**src/rtl/assert_macros.svh**
```systemverilog
// assertion macros used by axis_homing_sequencer_core
// no dependencies; include by bare file name inside a module body
`ifndef ASSERT_MACROS_SVH
`define ASSERT_MACROS_SVH

// expression must hold at every clock edge outside reset
`define ASSERT_ALWAYS(label, clk, rst_n, expr) \
    label: assert property (@(posedge clk) disable iff (!rst_n) (expr)) \
        else $error("assertion failed");

// antecedent in this cycle implies consequent in the next cycle
`define ASSERT_NEXT(label, clk, rst_n, ante, cons) \
    label: assert property (@(posedge clk) disable iff (!rst_n) (ante) |=> (cons)) \
        else $error("assertion failed");

// antecedent in this cycle implies consequent in the same cycle
`define ASSERT_SAME(label, clk, rst_n, ante, cons) \
    label: assert property (@(posedge clk) disable iff (!rst_n) (ante) |-> (cons)) \
        else $error("assertion failed");

`endif

```
**src/rtl/ahs_pkg.sv**
```systemverilog
// types, codes and command helper for the axis homing sequencer
// no dependencies
`default_nettype none

package ahs_pkg;

    localparam int AXIS_COUNT_DEF = 3;

    localparam logic [2:0] OP_START   = 3'd0;
    localparam logic [2:0] OP_STOPPED = 3'd1;
    localparam logic [2:0] OP_CLOSED  = 3'd2;
    localparam logic [2:0] OP_OPENED  = 3'd3;

    localparam logic [2:0] PH_LOST        = 3'd0;
    localparam logic [2:0] PH_STOPPING    = 3'd1;
    localparam logic [2:0] PH_CLOSING     = 3'd2;
    localparam logic [2:0] PH_CLOSED_WAIT = 3'd3;
    localparam logic [2:0] PH_OPENING     = 3'd4;
    localparam logic [2:0] PH_OPENED_WAIT = 3'd5;
    localparam logic [2:0] PH_OFFSETTING  = 3'd6;
    localparam logic [2:0] PH_FOUND       = 3'd7;

    localparam logic [2:0] K_STARTED   = 3'd0;
    localparam logic [2:0] K_ERROR     = 3'd1;
    localparam logic [2:0] K_COMPLETED = 3'd2;
    localparam logic [2:0] K_STOP      = 3'd3;
    localparam logic [2:0] K_MOVE      = 3'd4;

    localparam logic [1:0] CFG_AXIS_ORDER = 2'd0;
    localparam logic [1:0] CFG_TOWARD_MAX = 2'd1;
    localparam logic [1:0] CFG_MAX_SWITCH = 2'd2;
    localparam logic [1:0] CFG_MIN_SWITCH = 2'd3;

    localparam logic [5:0] AXIS_ORDER_RST = 6'd18;
    localparam logic [2:0] TOWARD_MAX_RST = 3'd7;
    localparam logic [2:0] MAX_SWITCH_RST = 3'd7;
    localparam logic [2:0] MIN_SWITCH_RST = 3'd0;

    typedef struct packed {
        logic [2:0] op;
        logic [1:0] switch_axis;
        logic       switch_at_max;
        logic [5:0] switch_levels;
        logic       motion_running;
    } evt_t;

    typedef struct packed {
        logic [2:0] kind;
        logic [1:0] move_axis;
        logic       move_positive;
        logic       slow_speed;
        logic       offset_distance;
        logic [2:0] homing_phase;
        logic       last;
    } cmd_t;

    // pending command without the fields filled in at output time
    typedef struct packed {
        logic [2:0] kind;
        logic       move_positive;
        logic       slow_speed;
        logic       offset_distance;
    } pend_t;

    function automatic pend_t enter_cmd(input logic [2:0] ph, input logic tmax);
        pend_t c;
        c = '{kind: K_STOP, move_positive: 1'b0, slow_speed: 1'b0,
              offset_distance: 1'b0};
        case (ph)
            PH_CLOSING:
            begin
                c.kind          = K_MOVE;
                c.move_positive = tmax;
            end
            PH_OPENING:
            begin
                c.kind          = K_MOVE;
                c.move_positive = ~tmax;
                c.slow_speed    = 1'b1;
            end
            PH_OFFSETTING:
            begin
                c.kind            = K_MOVE;
                c.move_positive   = ~tmax;
                c.offset_distance = 1'b1;
            end
            PH_FOUND:
            begin
                c.kind = K_COMPLETED;
            end
            default:
            begin
                c.kind = K_STOP;
            end
        endcase
        return c;
    endfunction

endpackage

`default_nettype wire

```
**src/rtl/axis_homing_sequencer_core.sv**
```systemverilog
// axis homing sequencer: event-driven homing of up to three axes
// a phase-changing non-start event gives its command in the cycle after acceptance
// start and next-axis steps scan one order slot per cycle to a usable axis or the end
// up to two commands per transaction; ready again once the last one is taken
// async active-low reset: phase lost, slot and axis zero, registers at defaults
// depends on ahs_pkg and assert_macros.svh
`default_nettype none

module axis_homing_sequencer_core #(
    parameter int AXIS_COUNT = ahs_pkg::AXIS_COUNT_DEF
) (
    input  wire logic          clk,
    input  wire logic          rst_n,
    input  wire logic          evt_valid,
    output logic               evt_ready,
    input  wire ahs_pkg::evt_t evt,
    output logic               cmd_valid,
    input  wire logic          cmd_ready,
    output ahs_pkg::cmd_t      cmd,
    input  wire logic          cfg_we,
    input  wire logic [1:0]    cfg_index,
    input  wire logic [5:0]    cfg_data
);
    import ahs_pkg::*;
    `include "assert_macros.svh"

    localparam logic [2:0] AXIS_LIMIT = 3'(AXIS_COUNT);

    localparam logic [1:0] ST_IDLE = 2'd0;
    localparam logic [1:0] ST_SCAN = 2'd1;
    localparam logic [1:0] ST_OUT0 = 2'd2;
    localparam logic [1:0] ST_OUT1 = 2'd3;

    logic [5:0] axis_order_reg;
    logic [2:0] toward_max_reg;
    logic [2:0] max_switch_reg;
    logic [2:0] min_switch_reg;

    logic [1:0] state_reg, state_next;
    logic [2:0] phase_reg, phase_next;
    logic [1:0] slot_reg, slot_next;
    logic [1:0] axis_reg, axis_next;
    logic       side_reg, side_next;
    logic       start_reg, start_next;
    logic       two_reg, two_next;
    evt_t       evt_reg, evt_next;
    pend_t      r0_reg, r0_next;
    pend_t      r1_reg, r1_next;

    logic [3:0] tmx4, max4, min4;
    logic [7:0] order8, lv_in8, lv_reg8;
    logic [1:0] cand;
    logic       cand_tmax, cand_usable;
    logic       cur_tmax, sw_match, slot_open;
    logic [2:0] np;

    // config registers
    always_ff @(posedge clk or negedge rst_n)
    begin
        if (!rst_n)
        begin
            axis_order_reg <= AXIS_ORDER_RST;
            toward_max_reg <= TOWARD_MAX_RST;
            max_switch_reg <= MAX_SWITCH_RST;
            min_switch_reg <= MIN_SWITCH_RST;
        end
        else if (cfg_we)
        begin
            case (cfg_index)
                CFG_AXIS_ORDER: axis_order_reg <= cfg_data;
                CFG_TOWARD_MAX: toward_max_reg <= cfg_data[2:0];
                CFG_MAX_SWITCH: max_switch_reg <= cfg_data[2:0];
                CFG_MIN_SWITCH: min_switch_reg <= cfg_data[2:0];
                default:        axis_order_reg <= axis_order_reg;
            endcase
        end
    end

    assign tmx4    = {1'b0, toward_max_reg};
    assign max4    = {1'b0, max_switch_reg};
    assign min4    = {1'b0, min_switch_reg};
    assign order8  = {2'b00, axis_order_reg};
    assign lv_in8  = {2'b00, evt.switch_levels};
    assign lv_reg8 = {2'b00, evt_reg.switch_levels};

    // slot scan unit
    assign cand        = order8[{slot_reg, 1'b0} +: 2];
    assign cand_tmax   = tmx4[cand];
    assign cand_usable = ({1'b0, cand} < AXIS_LIMIT) && (cand_tmax ? max4[cand] : min4[cand]);
    assign slot_open   = {1'b0, slot_reg} < AXIS_LIMIT;

    assign cur_tmax = tmx4[axis_reg];
    assign sw_match = (evt.switch_axis == axis_reg) && (evt.switch_at_max == side_reg);

    always_comb
    begin
        state_next = state_reg;
        phase_next = phase_reg;
        slot_next  = slot_reg;
        axis_next  = axis_reg;
        side_next  = side_reg;
        start_next = start_reg;
        two_next   = two_reg;
        evt_next   = evt_reg;
        r0_next    = r0_reg;
        r1_next    = r1_reg;
        np         = phase_reg;
        case (state_reg)
            ST_IDLE:
            begin
                if (evt_valid)
                begin
                    evt_next = evt;
                    two_next = 1'b0;
                    if (evt.op == OP_START)
                    begin
                        slot_next  = 2'd0;
                        start_next = 1'b1;
                        state_next = ST_SCAN;
                    end
                    else
                    begin
                        case (phase_reg)
                            PH_STOPPING:
                                if (evt.op == OP_STOPPED)
                                    np = lv_in8[{axis_reg, side_reg}] ? PH_OPENING : PH_CLOSING;
                            PH_CLOSING:
                                if (evt.op == OP_CLOSED && sw_match)
                                    np = PH_CLOSED_WAIT;
                            PH_CLOSED_WAIT:
                                if (evt.op == OP_STOPPED)
                                    np = PH_OPENING;
                            PH_OPENING:
                                if (evt.op == OP_OPENED && sw_match)
                                    np = PH_OPENED_WAIT;
                            PH_OPENED_WAIT:
                                if (evt.op == OP_STOPPED)
                                    np = PH_OFFSETTING;
                            PH_OFFSETTING:
                                if (evt.op == OP_STOPPED)
                                begin
                                    if (slot_open)
                                    begin
                                        slot_next  = slot_reg + 2'd1;
                                        start_next = 1'b0;
                                        state_next = ST_SCAN;
                                    end
                                    else
                                    begin
                                        np = PH_FOUND;
                                    end
                                end
                            default:
                                np = phase_reg;
                        endcase
                        if (np != phase_reg)
                        begin
                            phase_next = np;
                            r0_next    = enter_cmd(np, cur_tmax);
                            state_next = ST_OUT0;
                        end
                    end
                end
            end
            ST_SCAN:
            begin
                if (!slot_open)
                begin
                    state_next = ST_OUT0;
                    if (start_reg)
                    begin
                        r0_next = '{kind: K_ERROR, move_positive: 1'b0, slow_speed: 1'b0,
                                    offset_distance: 1'b0};
                    end
                    else
                    begin
                        phase_next = PH_FOUND;
                        r0_next    = enter_cmd(PH_FOUND, cur_tmax);
                    end
                end
                else if (cand_usable)
                begin
                    axis_next  = cand;
                    side_next  = cand_tmax;
                    state_next = ST_OUT0;
                    if (start_reg && evt_reg.motion_running)
                        np = PH_STOPPING;
                    else
                        np = lv_reg8[{cand, cand_tmax}] ? PH_OPENING : PH_CLOSING;
                    phase_next = np;
                    if (start_reg)
                    begin
                        r0_next  = '{kind: K_STARTED, move_positive: 1'b0, slow_speed: 1'b0,
                                     offset_distance: 1'b0};
                        r1_next  = enter_cmd(np, cand_tmax);
                        two_next = 1'b1;
                    end
                    else
                    begin
                        r0_next = enter_cmd(np, cand_tmax);
                    end
                end
                else
                begin
                    slot_next = slot_reg + 2'd1;
                end
            end
            ST_OUT0:
            begin
                if (cmd_ready)
                    state_next = two_reg ? ST_OUT1 : ST_IDLE;
            end
            ST_OUT1:
            begin
                if (cmd_ready)
                    state_next = ST_IDLE;
            end
            default:
            begin
                state_next = ST_IDLE;
            end
        endcase
    end

    always_ff @(posedge clk or negedge rst_n)
    begin
        if (!rst_n)
        begin
            state_reg <= ST_IDLE;
            phase_reg <= PH_LOST;
            slot_reg  <= 2'd0;
            axis_reg  <= 2'd0;
            side_reg  <= 1'b0;
            start_reg <= 1'b0;
            two_reg   <= 1'b0;
        end
        else
        begin
            state_reg <= state_next;
            phase_reg <= phase_next;
            slot_reg  <= slot_next;
            axis_reg  <= axis_next;
            side_reg  <= side_next;
            start_reg <= start_next;
            two_reg   <= two_next;
        end
    end

    // payload registers
    always_ff @(posedge clk)
    begin
        evt_reg <= evt_next;
        r0_reg  <= r0_next;
        r1_reg  <= r1_next;
    end

    pend_t cur;

    assign cur       = (state_reg == ST_OUT1) ? r1_reg : r0_reg;
    assign evt_ready = (state_reg == ST_IDLE);
    assign cmd_valid = (state_reg == ST_OUT0) || (state_reg == ST_OUT1);

    always_comb
    begin
        cmd.kind            = cur.kind;
        cmd.move_axis       = axis_reg;
        cmd.move_positive   = cur.move_positive;
        cmd.slow_speed      = cur.slow_speed;
        cmd.offset_distance = cur.offset_distance;
        cmd.homing_phase    = phase_reg;
        cmd.last            = (state_reg == ST_OUT1) || !two_reg;
    end

    `ASSERT_SAME(a_ready_excl, clk, rst_n, evt_ready, !cmd_valid)
    `ASSERT_ALWAYS(a_slot_range, clk, rst_n, {1'b0, slot_reg} <= AXIS_LIMIT)
    `ASSERT_SAME(a_out1_from_out0, clk, rst_n, state_reg == ST_OUT1, $past(state_reg == ST_OUT0 || state_reg == ST_OUT1))
    `ASSERT_NEXT(a_second_follows, clk, rst_n, cmd_valid && cmd_ready && !cmd.last,
                 cmd_valid && cmd.last)

endmodule

`default_nettype wire
```
**config.mk**
```make
export PLATFORM = sky130hd
export DESIGN_NAME = axis_homing_sequencer_core
export DESIGN_NICKNAME = d
export VERILOG_FILES = /design/src/rtl/ahs_pkg.sv /design/src/rtl/axis_homing_sequencer_core.sv
export VERILOG_INCLUDE_DIRS = /design/src /design/src/rtl
export SDC_FILE = /design/constraint.sdc
export NUM_CORES = 1
export LEC_CHECK = 0
export BUFFER_PORTS_ARGS = -buffer_cell sky130_fd_sc_hd__buf_2
export CORE_UTILIZATION = 35
export DETAILED_ROUTE_END_ITERATION = 8
export SKIP_LAST_GASP = 1
export SLEW_MARGIN = 20
export SYNTH_ARGS = -nofsm -noshare
export SYNTH_HDL_FRONTEND = slang
export SYNTH_SLANG_ARGS = --single-unit
```
**constraint.sdc**
```tcl
create_clock -name clk -period 3.29 [get_ports clk]
set_input_delay 0.658 -clock clk [delete_from_list [all_inputs] [get_ports clk]]
set_output_delay 0.658 -clock clk [all_outputs]
set_load 0.05 [all_outputs]
```
==> Word level (Yosys, flattened, before mapping) <==
Index checks and enable logic that the tools add are counted.
{ "word_totals": {"reg_bits": 46, "input_bits": 26, "output_inout_bits": 14} }
{ "classes": {"n_addsub": 1, "magnitude_cmp": 6, "n_eq_ne": 43, "n_shift": 1, "muxes": 83, "bitwise_logic": 2, "n_reduce_logical": 32} }
{ "ops": {"columns": ["operator", "count"], "rows": [
  ["$mux W3", 22],
  ["$mux W6", 7],
  ["$mux W2", 18],
  ["$eq A3 B3 Y1 const B", 9],
  ["$mux W1", 19],
  ["$eq A3 B2 Y1 const B", 6],
  ["$pmux W3 S2", 3],
  ["$pmux W3 S6", 1],
  ["$ne A2 B2 Y1 const B", 8],
  ["$reduce_and A5 Y1", 3],
  ["$reduce_and A7 Y1", 2],
  ["$ne A4 B1 Y1 const B", 3],
  ["$pmux W6 S2", 1],
  ["$reduce_and A2 Y1", 5],
  ["$ne A3 B1 Y1 const B", 3],
  ["$bmux W1 S2", 4],
  ["$eq A2 B2 Y1 const B", 4],
  ["$lt A3 B4 Y1 const B", 2],
  ["$pmux W2 S4", 1],
  ["$reduce_bool A2 Y1", 4],
  ["$shiftx A8 B4 Y2", 1],
  ["$bmux W1 S3", 2],
  ["$eq A3 B1 Y1 const B", 2],
  ["$lt A2 B3 Y1 const B", 2],
  ["22 further kinds", 36]
]} }

==> Longest topological paths before layout <==
Gate-level depths: netlist of run 1.
{ "depth": {"ltp_word": 17, "mapped_depth": 8, "mapped_depth_nobuf": 7} }

==> Worst setup path after synthesis of run 1 <==
OpenSTA, ideal clock, no wires.
{ "synth_path": {"path_type": "flip-flop to flip-flop", "from": "register phase_reg[2]", "to": "register r0_reg[0] (netlist name), enable pin", "t_arrival_ps": 2088, "required_ps": 2912, "path_slack_ps": 823, "stages_incl_launch_ff": 7, "path_buffers": 1, "period_less_slack_ps": 2467, "path_cell_list": "dfrtp_1 > clkbuf_1 > and3b_1 > o2111ai_1 > o22ai_1 > a21oi_1 > nor3_1"} }
{ "synth_between": {"elab_chain_len": 9} }
{ "synth_lines": {"columns": ["element", "line_no", "text"], "rows": [
  ["start, declared", "axis_homing_sequencer_core.sv:40", "logic [2:0] phase_reg, phase_next;"],
  ["start signal, assigned", "axis_homing_sequencer_core.sv:240", "phase_reg <= phase_next;"],
  ["$mux W3", "axis_homing_sequencer_core.sv:142", "if (slot_open)"],
  ["$mux W3", "axis_homing_sequencer_core.sv:140", "if (evt.op == OP_STOPPED)"],
  ["$pmux W3 S6", "axis_homing_sequencer_core.sv:123", "case (phase_reg)"],
  ["$mux W3", "axis_homing_sequencer_core.sv:115", "if (evt.op == OP_START)"],
  ["$mux W3", "axis_homing_sequencer_core.sv:111", "if (evt_valid)"],
  ["$mux W3", "axis_homing_sequencer_core.sv:108", "case (state_reg)"],
  ["$ne A3 B3 Y1 (*)", "axis_homing_sequencer_core.sv:156", "if (np != phase_reg)"],
  ["$ne A2 B1 Y1 (no source line) (*)", null, null],
  ["$reduce_and A5 Y1 (no source line) (*)", null, null],
  ["end signal, assigned", "axis_homing_sequencer_core.sv:253", "r0_reg <= r0_next;"],
  ["end, declared", "axis_homing_sequencer_core.sv:47", "pend_t r0_reg, r0_next;"]
]} }
Mark *: on every way between the ends. The rest lies on a longest branch, timed or not. The select of a mux whose other input is x is not followed.
A chain may end at the register's enable or synchronous reset.

==> Worst setup path after layout of run 1 <==
{ "layout_path": {"from": "register slot_reg[0]", "to": "register phase_reg[0]"} }
{ "layout_between": {"elab_chain_len": 11} }
{ "layout_lines": {"columns": ["element", "line_no", "text"], "rows": [
  ["start, declared", "axis_homing_sequencer_core.sv:41", "logic [1:0] slot_reg, slot_next;"],
  ["start signal, assigned", "axis_homing_sequencer_core.sv:241", "slot_reg <= slot_next;"],
  ["$lt A2 B2 Y1", "axis_homing_sequencer_core.sv:90", "assign slot_open = {1'b0, slot_reg} < AXIS_LIMIT;"],
  ["$mux W3", "axis_homing_sequencer_core.sv:142", null],
  ["$mux W3", "axis_homing_sequencer_core.sv:140", null],
  ["$pmux W3 S6", "axis_homing_sequencer_core.sv:123", null],
  ["$mux W3", "axis_homing_sequencer_core.sv:115", null],
  ["$mux W3", "axis_homing_sequencer_core.sv:111", null],
  ["$mux W3", "axis_homing_sequencer_core.sv:108", null],
  ["$mux W3", "axis_homing_sequencer_core.sv:156", null],
  ["$mux W3", "axis_homing_sequencer_core.sv:115", null],
  ["$mux W3", "axis_homing_sequencer_core.sv:111", null],
  ["$pmux W3 S2", "axis_homing_sequencer_core.sv:108", null]
]} }
Several ways; a longest one is shown, not always the timed one. The select of a mux whose other input is x is not followed.

==> impl_metrics.ini, run 1 <==
[placed_design]
io_buffers = 39
place_inst = 370
gp_congestion = 0.8519
dp_hpwl_um = 4437

[clock_tree]
cts.sinks = 45
clkTransAtPathRegs_ns = 0.08
numCtsBuffers = 5
cts-resized-gates = 0
cts_hold_buf = 0
clk_latency_ns = 0.30
clockBufferDepth = 2
cts-root-buf = clkbuf_8
cts_setup_buffers = 0
cts_tree = built
htreeDepth = 2

[logic_synthesis]
synth.most_common_cell = mux2_2
ys.flop_type = dfrtp_1
synth_top_cells_by_count = mux2_2, dfrtp_1, edfxtp_1
synth_largest_area_cell = edfxtp_1
synth_simple_gate_area_share_pct = 15.85
synth_adder_area_share_pct = 0.4717
synth-compound-area-share_pct = 15.05
synthArstFlopShare_pct = 60.00
synth_edf_count = 18
synth.area.mux_share_pct = 17.92
yosysTopAreaCellShare_pct = 20.38
avgSynthCellArea_um2 = 11.05
yosys_warnings = 0
synth_area_leaders = edfxtp_1, dfrtp_1, mux2_2
synth_area_um2 = 2653
synth.distinct_cells = 60
synth_seq_cells = 45
ys_seq_area_share_pct = 46.23
syn_nets = 267
synth-xor-area-share_pct = 0.9906
synth_top_family_by_area = multiplexers
synth_cells = 240

[drt]
drtIter0Drc = 90
wl_met2_um = 2752
met1_length_um = 2789
top_layer = met4
drc = 0
wl_per_cell_um = 15.56
wl_met3_um = 263
firstDrtPassIters = 4
totalWireLength_um = 5882
vias = 1998
ant_nets = 0
routed_via_density = 5.286

[finish]
largest_register_ffs = 7
utilization_pct = 41.78
area_delta_synth_final_pct = 14.86
drive_gt1_share_pct = 32.62
layout.cells.non_filler = 378
nNetsFinal = 305
diodes = 0
fill_cells = 752

[timing]
clock_skew_ns = 0.003018
relSlewSlack_pct = 39.10
grt_setup_unrepaired = false
tns_ns = 0
worst_pin_slew_ns = 0.9116
timing.final.crit_share_pct = 76.01
min_period_ns = 2.501
finalSetupViolCount = 0
drv_slew = 0
max_freq_mhz = 399.9
hold_viol = 0

[floorplan]
die_y_um = 89.06
io_pins = 40
core_um2 = 7292
initial_utilization_pct = 36.38
core.rowCount = 31
chipWidth_um = 89.06
fp.dieArea_um2 = 7931

[worst_setup_path]
worstSetupPathType = reg -> reg
path_max_fanout = 11
cp.arrival_ns = 2.70
crit_start = slot_reg[0]
rr_startpoint = slot_reg[0]
r2r-end = phase_reg[0]
cp-start-kind = flip-flop
endpoint_kind = flip-flop
r2r_cells = 7
reg2reg_slack_ns = 0.79
worstPathRequired_ns = 3.49

[global_route]
grt_pass1_wl_um = 9639
antenna_found_initial = 0
grt_max_degree = 28
grtUsageTotal_pct = 16.51
grt_remaining_overflow = 0
grt_pass1_vias = 1923

[power]
power.leakage_nw = 1.227
ir_drop_uv = 325.7
powerDensity_nw_per_um2 = 1008

[flow_run]
maxCapViolCount = 0

[run_status]
status = finished, final reports clean

[worst_hold_path]
hp-class = in -> async
==> cell type report <==
cell class              instances  area (um2)  area share (%)
flip-flops and latches         45        1226           40.25
multi-input cells             175        1338           43.90
repair buffers                 41       210.2           6.899
inverters                      10       37.54           1.232
clock buffers                   8       111.4           3.655
well taps                      99       123.9           4.066
==> logic make-up (layout without fill, tap and decap cells) <==
kind of cell,Yosys count,after routing
xor gates and xnor gates,3,3
AOI/OAI and AO/OA,54,54
DFF,45,45
buffers and inverters,20,59
other,1,1
muxes,42,42
adders and majority gates,1,1
and+or+nand+nor,74,74
==> power by group <==
part           switching [mW]  internal [mW]
logic                    1.01          0.624
registers               0.216          0.815
clock network           0.190          0.217
==> cell usage in the layout (no fill, tap or decap), drive strengths merged, types with 8 or more instances in the layout <==
| master | Yosys | routed |
|---|---|---|
| buf | 4 | 41 |
| clkbuf | 6 | 8 |
| dfrtp | 19 | 19 |
| dfstp | 8 | 8 |
| edfxtp | 18 | 18 |
| inv | 10 | 10 |
| mux2 | 28 | 28 |
| mux2i | 13 | 13 |
| nand2 | 16 | 16 |
| nor2 | 16 | 16 |
| o21ai | 15 | 15 |
==> worst max-delay path by stage <==
stage                         to  cells after the start
floorplan              r0_reg[0]                      6
global placement    phase_reg[0]                      6
detailed placement  phase_reg[0]                      6
CTS                 phase_reg[0]                      7
global route        phase_reg[0]                      7
finish              phase_reg[0]                      7
==> worst max-delay path, stage by stage (launching register included) <==
cell and delay, ns:
dfrtp_1 0.56, ha_1 0.44, and4b_1 0.27, a21oi_1 0.05
o22ai_1 0.27, a21oi_1 0.20, nor3_2 0.25, mux2_2 0.36
==> stage by stage <==
stage	instance area, um2	power (mW)	worst slack (ns)	hold WS (ns)
4_1_cts	3047	3.080	0.8098	0.3933
6_report	3047	3.070	0.7892	0.3682
2_1_floorplan	2653	2.308	0.8233	0.3624
5_1_grt	3047	3.290	0.6194	0.4015
3_3_place_gp	2935	2.658	0.8535	0.4918
3_5_place_dp	2935	2.670	0.8196	0.4971
==> routing by layer <==
layer | up-vias | track usage [%]
met1 | 960 | 22.45
met3 | 8 | 4.432
met4 | 0 | 4.473
li1 | 982 | -
met5 | - | 0
met2 | 48 | 26.15
(Power assumes the default switching activity.)
==> inputs of run 2 (changes only) <==
Clock period 3.29 ns to 2.62 ns, I/O delays scaled along.
==> impl_metrics.ini, run 2 (synthesis gave the netlist of run 1 again) <==
[worst_setup_path]
worstPathRequired_ns = 2.80
cp-start-kind = flip-flop
critPathBufInv = 0
cpPeakStageDelay_ns = 0.58
cp.arrival_ns = 2.56
crit_start = slot_reg[0]
slowest_stage = dfrtp_1
cp.depth = 7
worstSetupPathType = reg -> reg
critical_path.cell_chain = ha_1, and4b_1, a21oi_1, o22ai_1, a21oi_1, nor3_2, mux2_2
path_common_cell = a21oi_1
crit_path_end = phase_reg[0]
r2r_cells = 7
endpoint_kind = flip-flop
rr_startpoint = slot_reg[0]
r2r-end = phase_reg[0]
cpLargestDelayFamily = flip-flops
reg2reg_slack_ns = 0.24
path_max_fanout = 11

[clock_tree]
numCtsBuffers = 5
cts-root-buf = clkbuf_8
htreeDepth = 2
cts_setup_buffers = 0
clkTransAtPathRegs_ns = 0.08
cts_tree = built
clk_latency_ns = 0.29
cts_hold_buf = 0
cts-resized-gates = 0
clockBufferDepth = 2
cts.sinks = 45

[timing]
grt_setup_unrepaired = false
drv_slew = 0
hold_viol = 0
relSlewSlack_pct = 57.45
timing.final.crit_share_pct = 90.82
min_period_ns = 2.380
finalSetupViolCount = 0
setup_slack_ns = 0.2404
tns_ns = 0
clock_skew_ns = 0.005352
worst_pin_slew_ns = 0.6382
max_freq_mhz = 420.2

[finish]
largest_register_ffs = 7
nNetsFinal = 309
area_delta_synth_final_pct = 16.18
layout.cells.non_filler = 382
final_common_cell = buf_2
diodes = 0
drive_gt1_share_pct = 33.57
mostFrequentLayoutCells = buf_2, mux2_2, dfrtp_1

[run_status]
status = finished, final reports clean

[power]
power.leakage_nw = 1.249
powerDensity_nw_per_um2 = 1270
ir_drop_uv = 459.7

[placed_design]
gp_congestion = 0.8311
dp_hpwl_um = 4629
dpl_worst_slack_ns = 0.2442
io_buffers = 39
place_inst = 374

[worst_hold_path]
hp-class = in -> async

[global_route]
grt_pass1_vias = 2000
grt_remaining_overflow = 0
antenna_found_initial = 0
grt_pass1_wl_um = 9722
grt_max_degree = 28
grtUsageTotal_pct = 16.51

[floorplan]
core_um2 = 7292
initial_utilization_pct = 36.38
chipWidth_um = 89.06
core.rowCount = 31
fp.dieArea_um2 = 7931
die_y_um = 89.06
io_pins = 40

[drt]
totalWireLength_um = 5930
drtIter0Drc = 121
firstDrtPassIters = 4
routed_via_density = 5.254
wl_per_cell_um = 15.52
vias = 2007
ant_nets = 0
drc = 0

[flow_run]
maxCapViolCount = 0
==> run 2: worst min-delay path by stage <==
stage                 startpoint                end  slack (ns)  depth (start not counted)
2_1_floorplan              rst_n  axis_order_reg[0]        0.23                          0
3_3_place_gp   min_switch_reg[1]  min_switch_reg[1]        0.49                          1
3_5_place_dp   min_switch_reg[0]  min_switch_reg[0]        0.50                          1
4_1_cts                    rst_n  axis_order_reg[0]        0.26                          1
5_1_grt                    rst_n  min_switch_reg[2]        0.29                          1
6_report                   rst_n  axis_order_reg[0]        0.25                          1
==> run 2: per-stage QoR <==
| step | power (mW) | hold WS (ns) | cell area (um2) | utilization (%) |
|---|---|---|---|---|
| 6_report | 3.913 | 0.2494 | 3082 | 42.26 |
| 5_1_grt | 4.207 | 0.2889 | 3082 | 42.26 |
| 4_1_cts | 3.938 | 0.2564 | 3082 | 42.26 |
| 3_5_place_dp | 3.390 | 0.4967 | 2965 | 40.67 |
| 3_3_place_gp | 3.366 | 0.4892 | 2965 | 40.67 |
| 2_1_floorplan | 2.898 | 0.2284 | 2653 | - |
==> run 2: where the power goes <==
part           switching, mW  total, mW  leakage [nW]  internal, mW
clock                  0.228      0.539        0.0585         0.311
sequential             0.250       1.27         0.477          1.02
combinational           1.29       2.10         0.713         0.809
total                   1.77       3.91          1.25          2.15
==> run 2: routing by layer <==
layer	vias up	part of all wire (%)	global-route usage (%)
met1	956	47	22.29
met2	51	47	26.99
met5	-	0	0
li1	992	-	-
met3	8	3.9	3.232
met4	0	1.6	5.051
==> run 2: worst reg2reg max path: stages, from the launching register on <==
cell,delay (ns)
dfrtp_1,0.58
ha_1,0.31
and4b_1,0.24
a21oi_1,0.05
o22ai_1,0.30
a21oi_1,0.20
nor3_2,0.25
mux2_2,0.36
==> run 2: cell type report <==
cell class | instances | area [um2]
tap | 99 | 123.9
clock buffer | 7 | 86.33
clock inverter | 1 | 30.03
timing repair buffer | 45 | 240.2
sequential | 45 | 1226
inverter | 10 | 37.54
multi-input combinational | 175 | 1338
fill | 732 | 4210
==> inputs of run 3 (changes only) <==
Clock period 2.62 ns to 2.3 ns, I/O delays scaled along.
==> impl_metrics.ini, run 3 (synthesis gave the netlist of run 1 again) <==
[placed_design]
dpl_worst_slack_ns = 0.02802
dp_hpwl_um = 4672
placed_cell_area_um2 = 3038
gp_congestion = 0.8273
io_buffers = 39

[clock_tree]
clockBufferDepth = 2
cts.sinks = 45
numCtsBuffers = 5
htreeDepth = 2
cts_tree = built
clk_latency_ns = 0.30
cts-root-buf = clkbuf_8
cts_hold_buf = 0
clkTransAtPathRegs_ns = 0.08

[floorplan]
chipWidth_um = 89.06
initial_utilization_pct = 36.38
core_um2 = 7292
io_pins = 40
core.rowCount = 31
fp.dieArea_um2 = 7931
die_y_um = 89.06

[power]
intPower_mw = 2.456
combPwrFrac_pct = 57.4
power.leakage_nw = 1.279
p_sw_mw = 2.058
powerDensity_nw_per_um2 = 1436
pwr-share-seq_pct = 31.5
ir_drop_uv = 455.9
pwr-share-clk_pct = 11.1
total_power_mw = 4.514
swShare_pct = 45.59

[global_route]
antenna_found_initial = 0
grt_remaining_overflow = 0
gr-usage-met3_pct = 3.878
grt_pass1_vias = 2098
grt_use_met2_pct = 28.39
gr-usage-met1_pct = 22.48
grt_pass1_wl_um = 10060
grt.busiest_layer = met2
grt_max_degree = 28
grtUsageTotal_pct = 17.05

[drt]
totalWireLength_um = 6037
firstDrtPassIters = 4
vias = 2057
wl_per_cell_um = 15.44
drc = 0
drtIter0Drc = 142
ant_nets = 0
routed_via_density = 5.261

[flow_run]
maxCapViolCount = 0

[timing]
clock_skew_ns = 0.008841
drv_slew = 0
relSlewSlack_pct = 58.93
worst_pin_slew_ns = 0.6160
hold_viol = 0
setup_slack_ns = 0.1070
finalSetupViolCount = 0
min_period_ns = 2.193
max_freq_mhz = 456.0
timing.final.crit_share_pct = 95.35
tns_ns = 0

[worst_setup_path]
worstPathRequired_ns = 2.33
cp.arrival_ns = 2.22
cp-start-kind = flip-flop
r2r_cells = 6
reg2reg_slack_ns = 0.11
path_max_fanout = 7
endpoint_kind = flip-flop
rr_startpoint = slot_reg[1]
worstSetupPathType = reg -> reg
r2r-end = r0_reg[2]

[finish]
final_area_um2 = 3143
utilization_pct = 43.10
diodes = 0
drive_gt1_share_pct = 36.99
mostFrequentLayoutCells = buf_2, mux2_2, dfrtp_1, edfxtp_1
area_delta_synth_final_pct = 18.49
largest_register_ffs = 7
nNetsFinal = 318
fill_cells = 753
final_common_cell = buf_2

[worst_hold_path]
hp-class = in -> async

[run_status]
status = finished, final reports clean
[run 3: power by group through the flow]
stage | logic, mW | clock network [mW] | registers (mW)
after floorplan | 1.87 | 0 | 1.44
after global placement | 2.54 | 0 | 1.42
after detailed placement | 2.55 | 0 | 1.43
after CTS | 2.57 | 0.507 | 1.42
after global routing | 2.84 | 0.553 | 1.46
final | 2.59 | 0.503 | 1.42
[run 3: how the worst max path moves through the flow]
stage | startpoint | endpoint | slack, ns
4_1_cts | slot_reg[1] | r0_reg[2] | 0.01
2_1_floorplan | phase_reg[2] | phase_reg[0] | 0.03
5_1_grt | slot_reg[0] | state_reg[1] | -0.01
3_3_place_gp | slot_reg[1] | r0_reg[2] | 0.05
3_5_place_dp | evt[12] | phase_reg[0] | 0.03
6_report | slot_reg[1] | r0_reg[2] | 0.11
[run 3: stage by stage]
stage	hold slack, ns	std cells
6_report	0.1743	391
5_1_grt	0.2171	391
2_1_floorplan	0.1644	240
3_3_place_gp	0.4911	383
3_5_place_dp	0.5038	383
4_1_cts	0.1955	391
[run 3: critical path, stage by stage (launching register included)]
cell and delay [ns]:
dfrtp_2 0.44, mux2i_2 0.33, o21a_4 0.19, mux2_4 0.32, mux2_4 0.31, a311oi_1 0.22
nand2_1 0.12
[run 3: per-layer routing]
metal / vias up / part of all wire (%) / wire length [um]
met4: 0 / 1.0 / 62
met1: 1008 / 47 / 2840
met2: 42 / 48 / 2878
met3: 8 / 4.2 / 256
met5: - / 0 / 0
li1: 999 / - / -
[run 3: cell type report]
cell class / count / area [um2] / area share, %
Inverter: 10 / 37.54 / 1.194
Timing Repair Buffer: 54 / 307.8 / 9.793
Clock buffer: 8 / 90.09 / 2.866
Multi-Input combinational cell: 175 / 1356 / 43.15
Tap cell: 99 / 123.9 / 3.941
Sequential cell: 45 / 1227 / 39.05
[run 3: what timing repair did]
action	in CTS	in global routing
gates resized for setup	0	6
setup endpoints to repair	0	22
buffers inserted	0	0
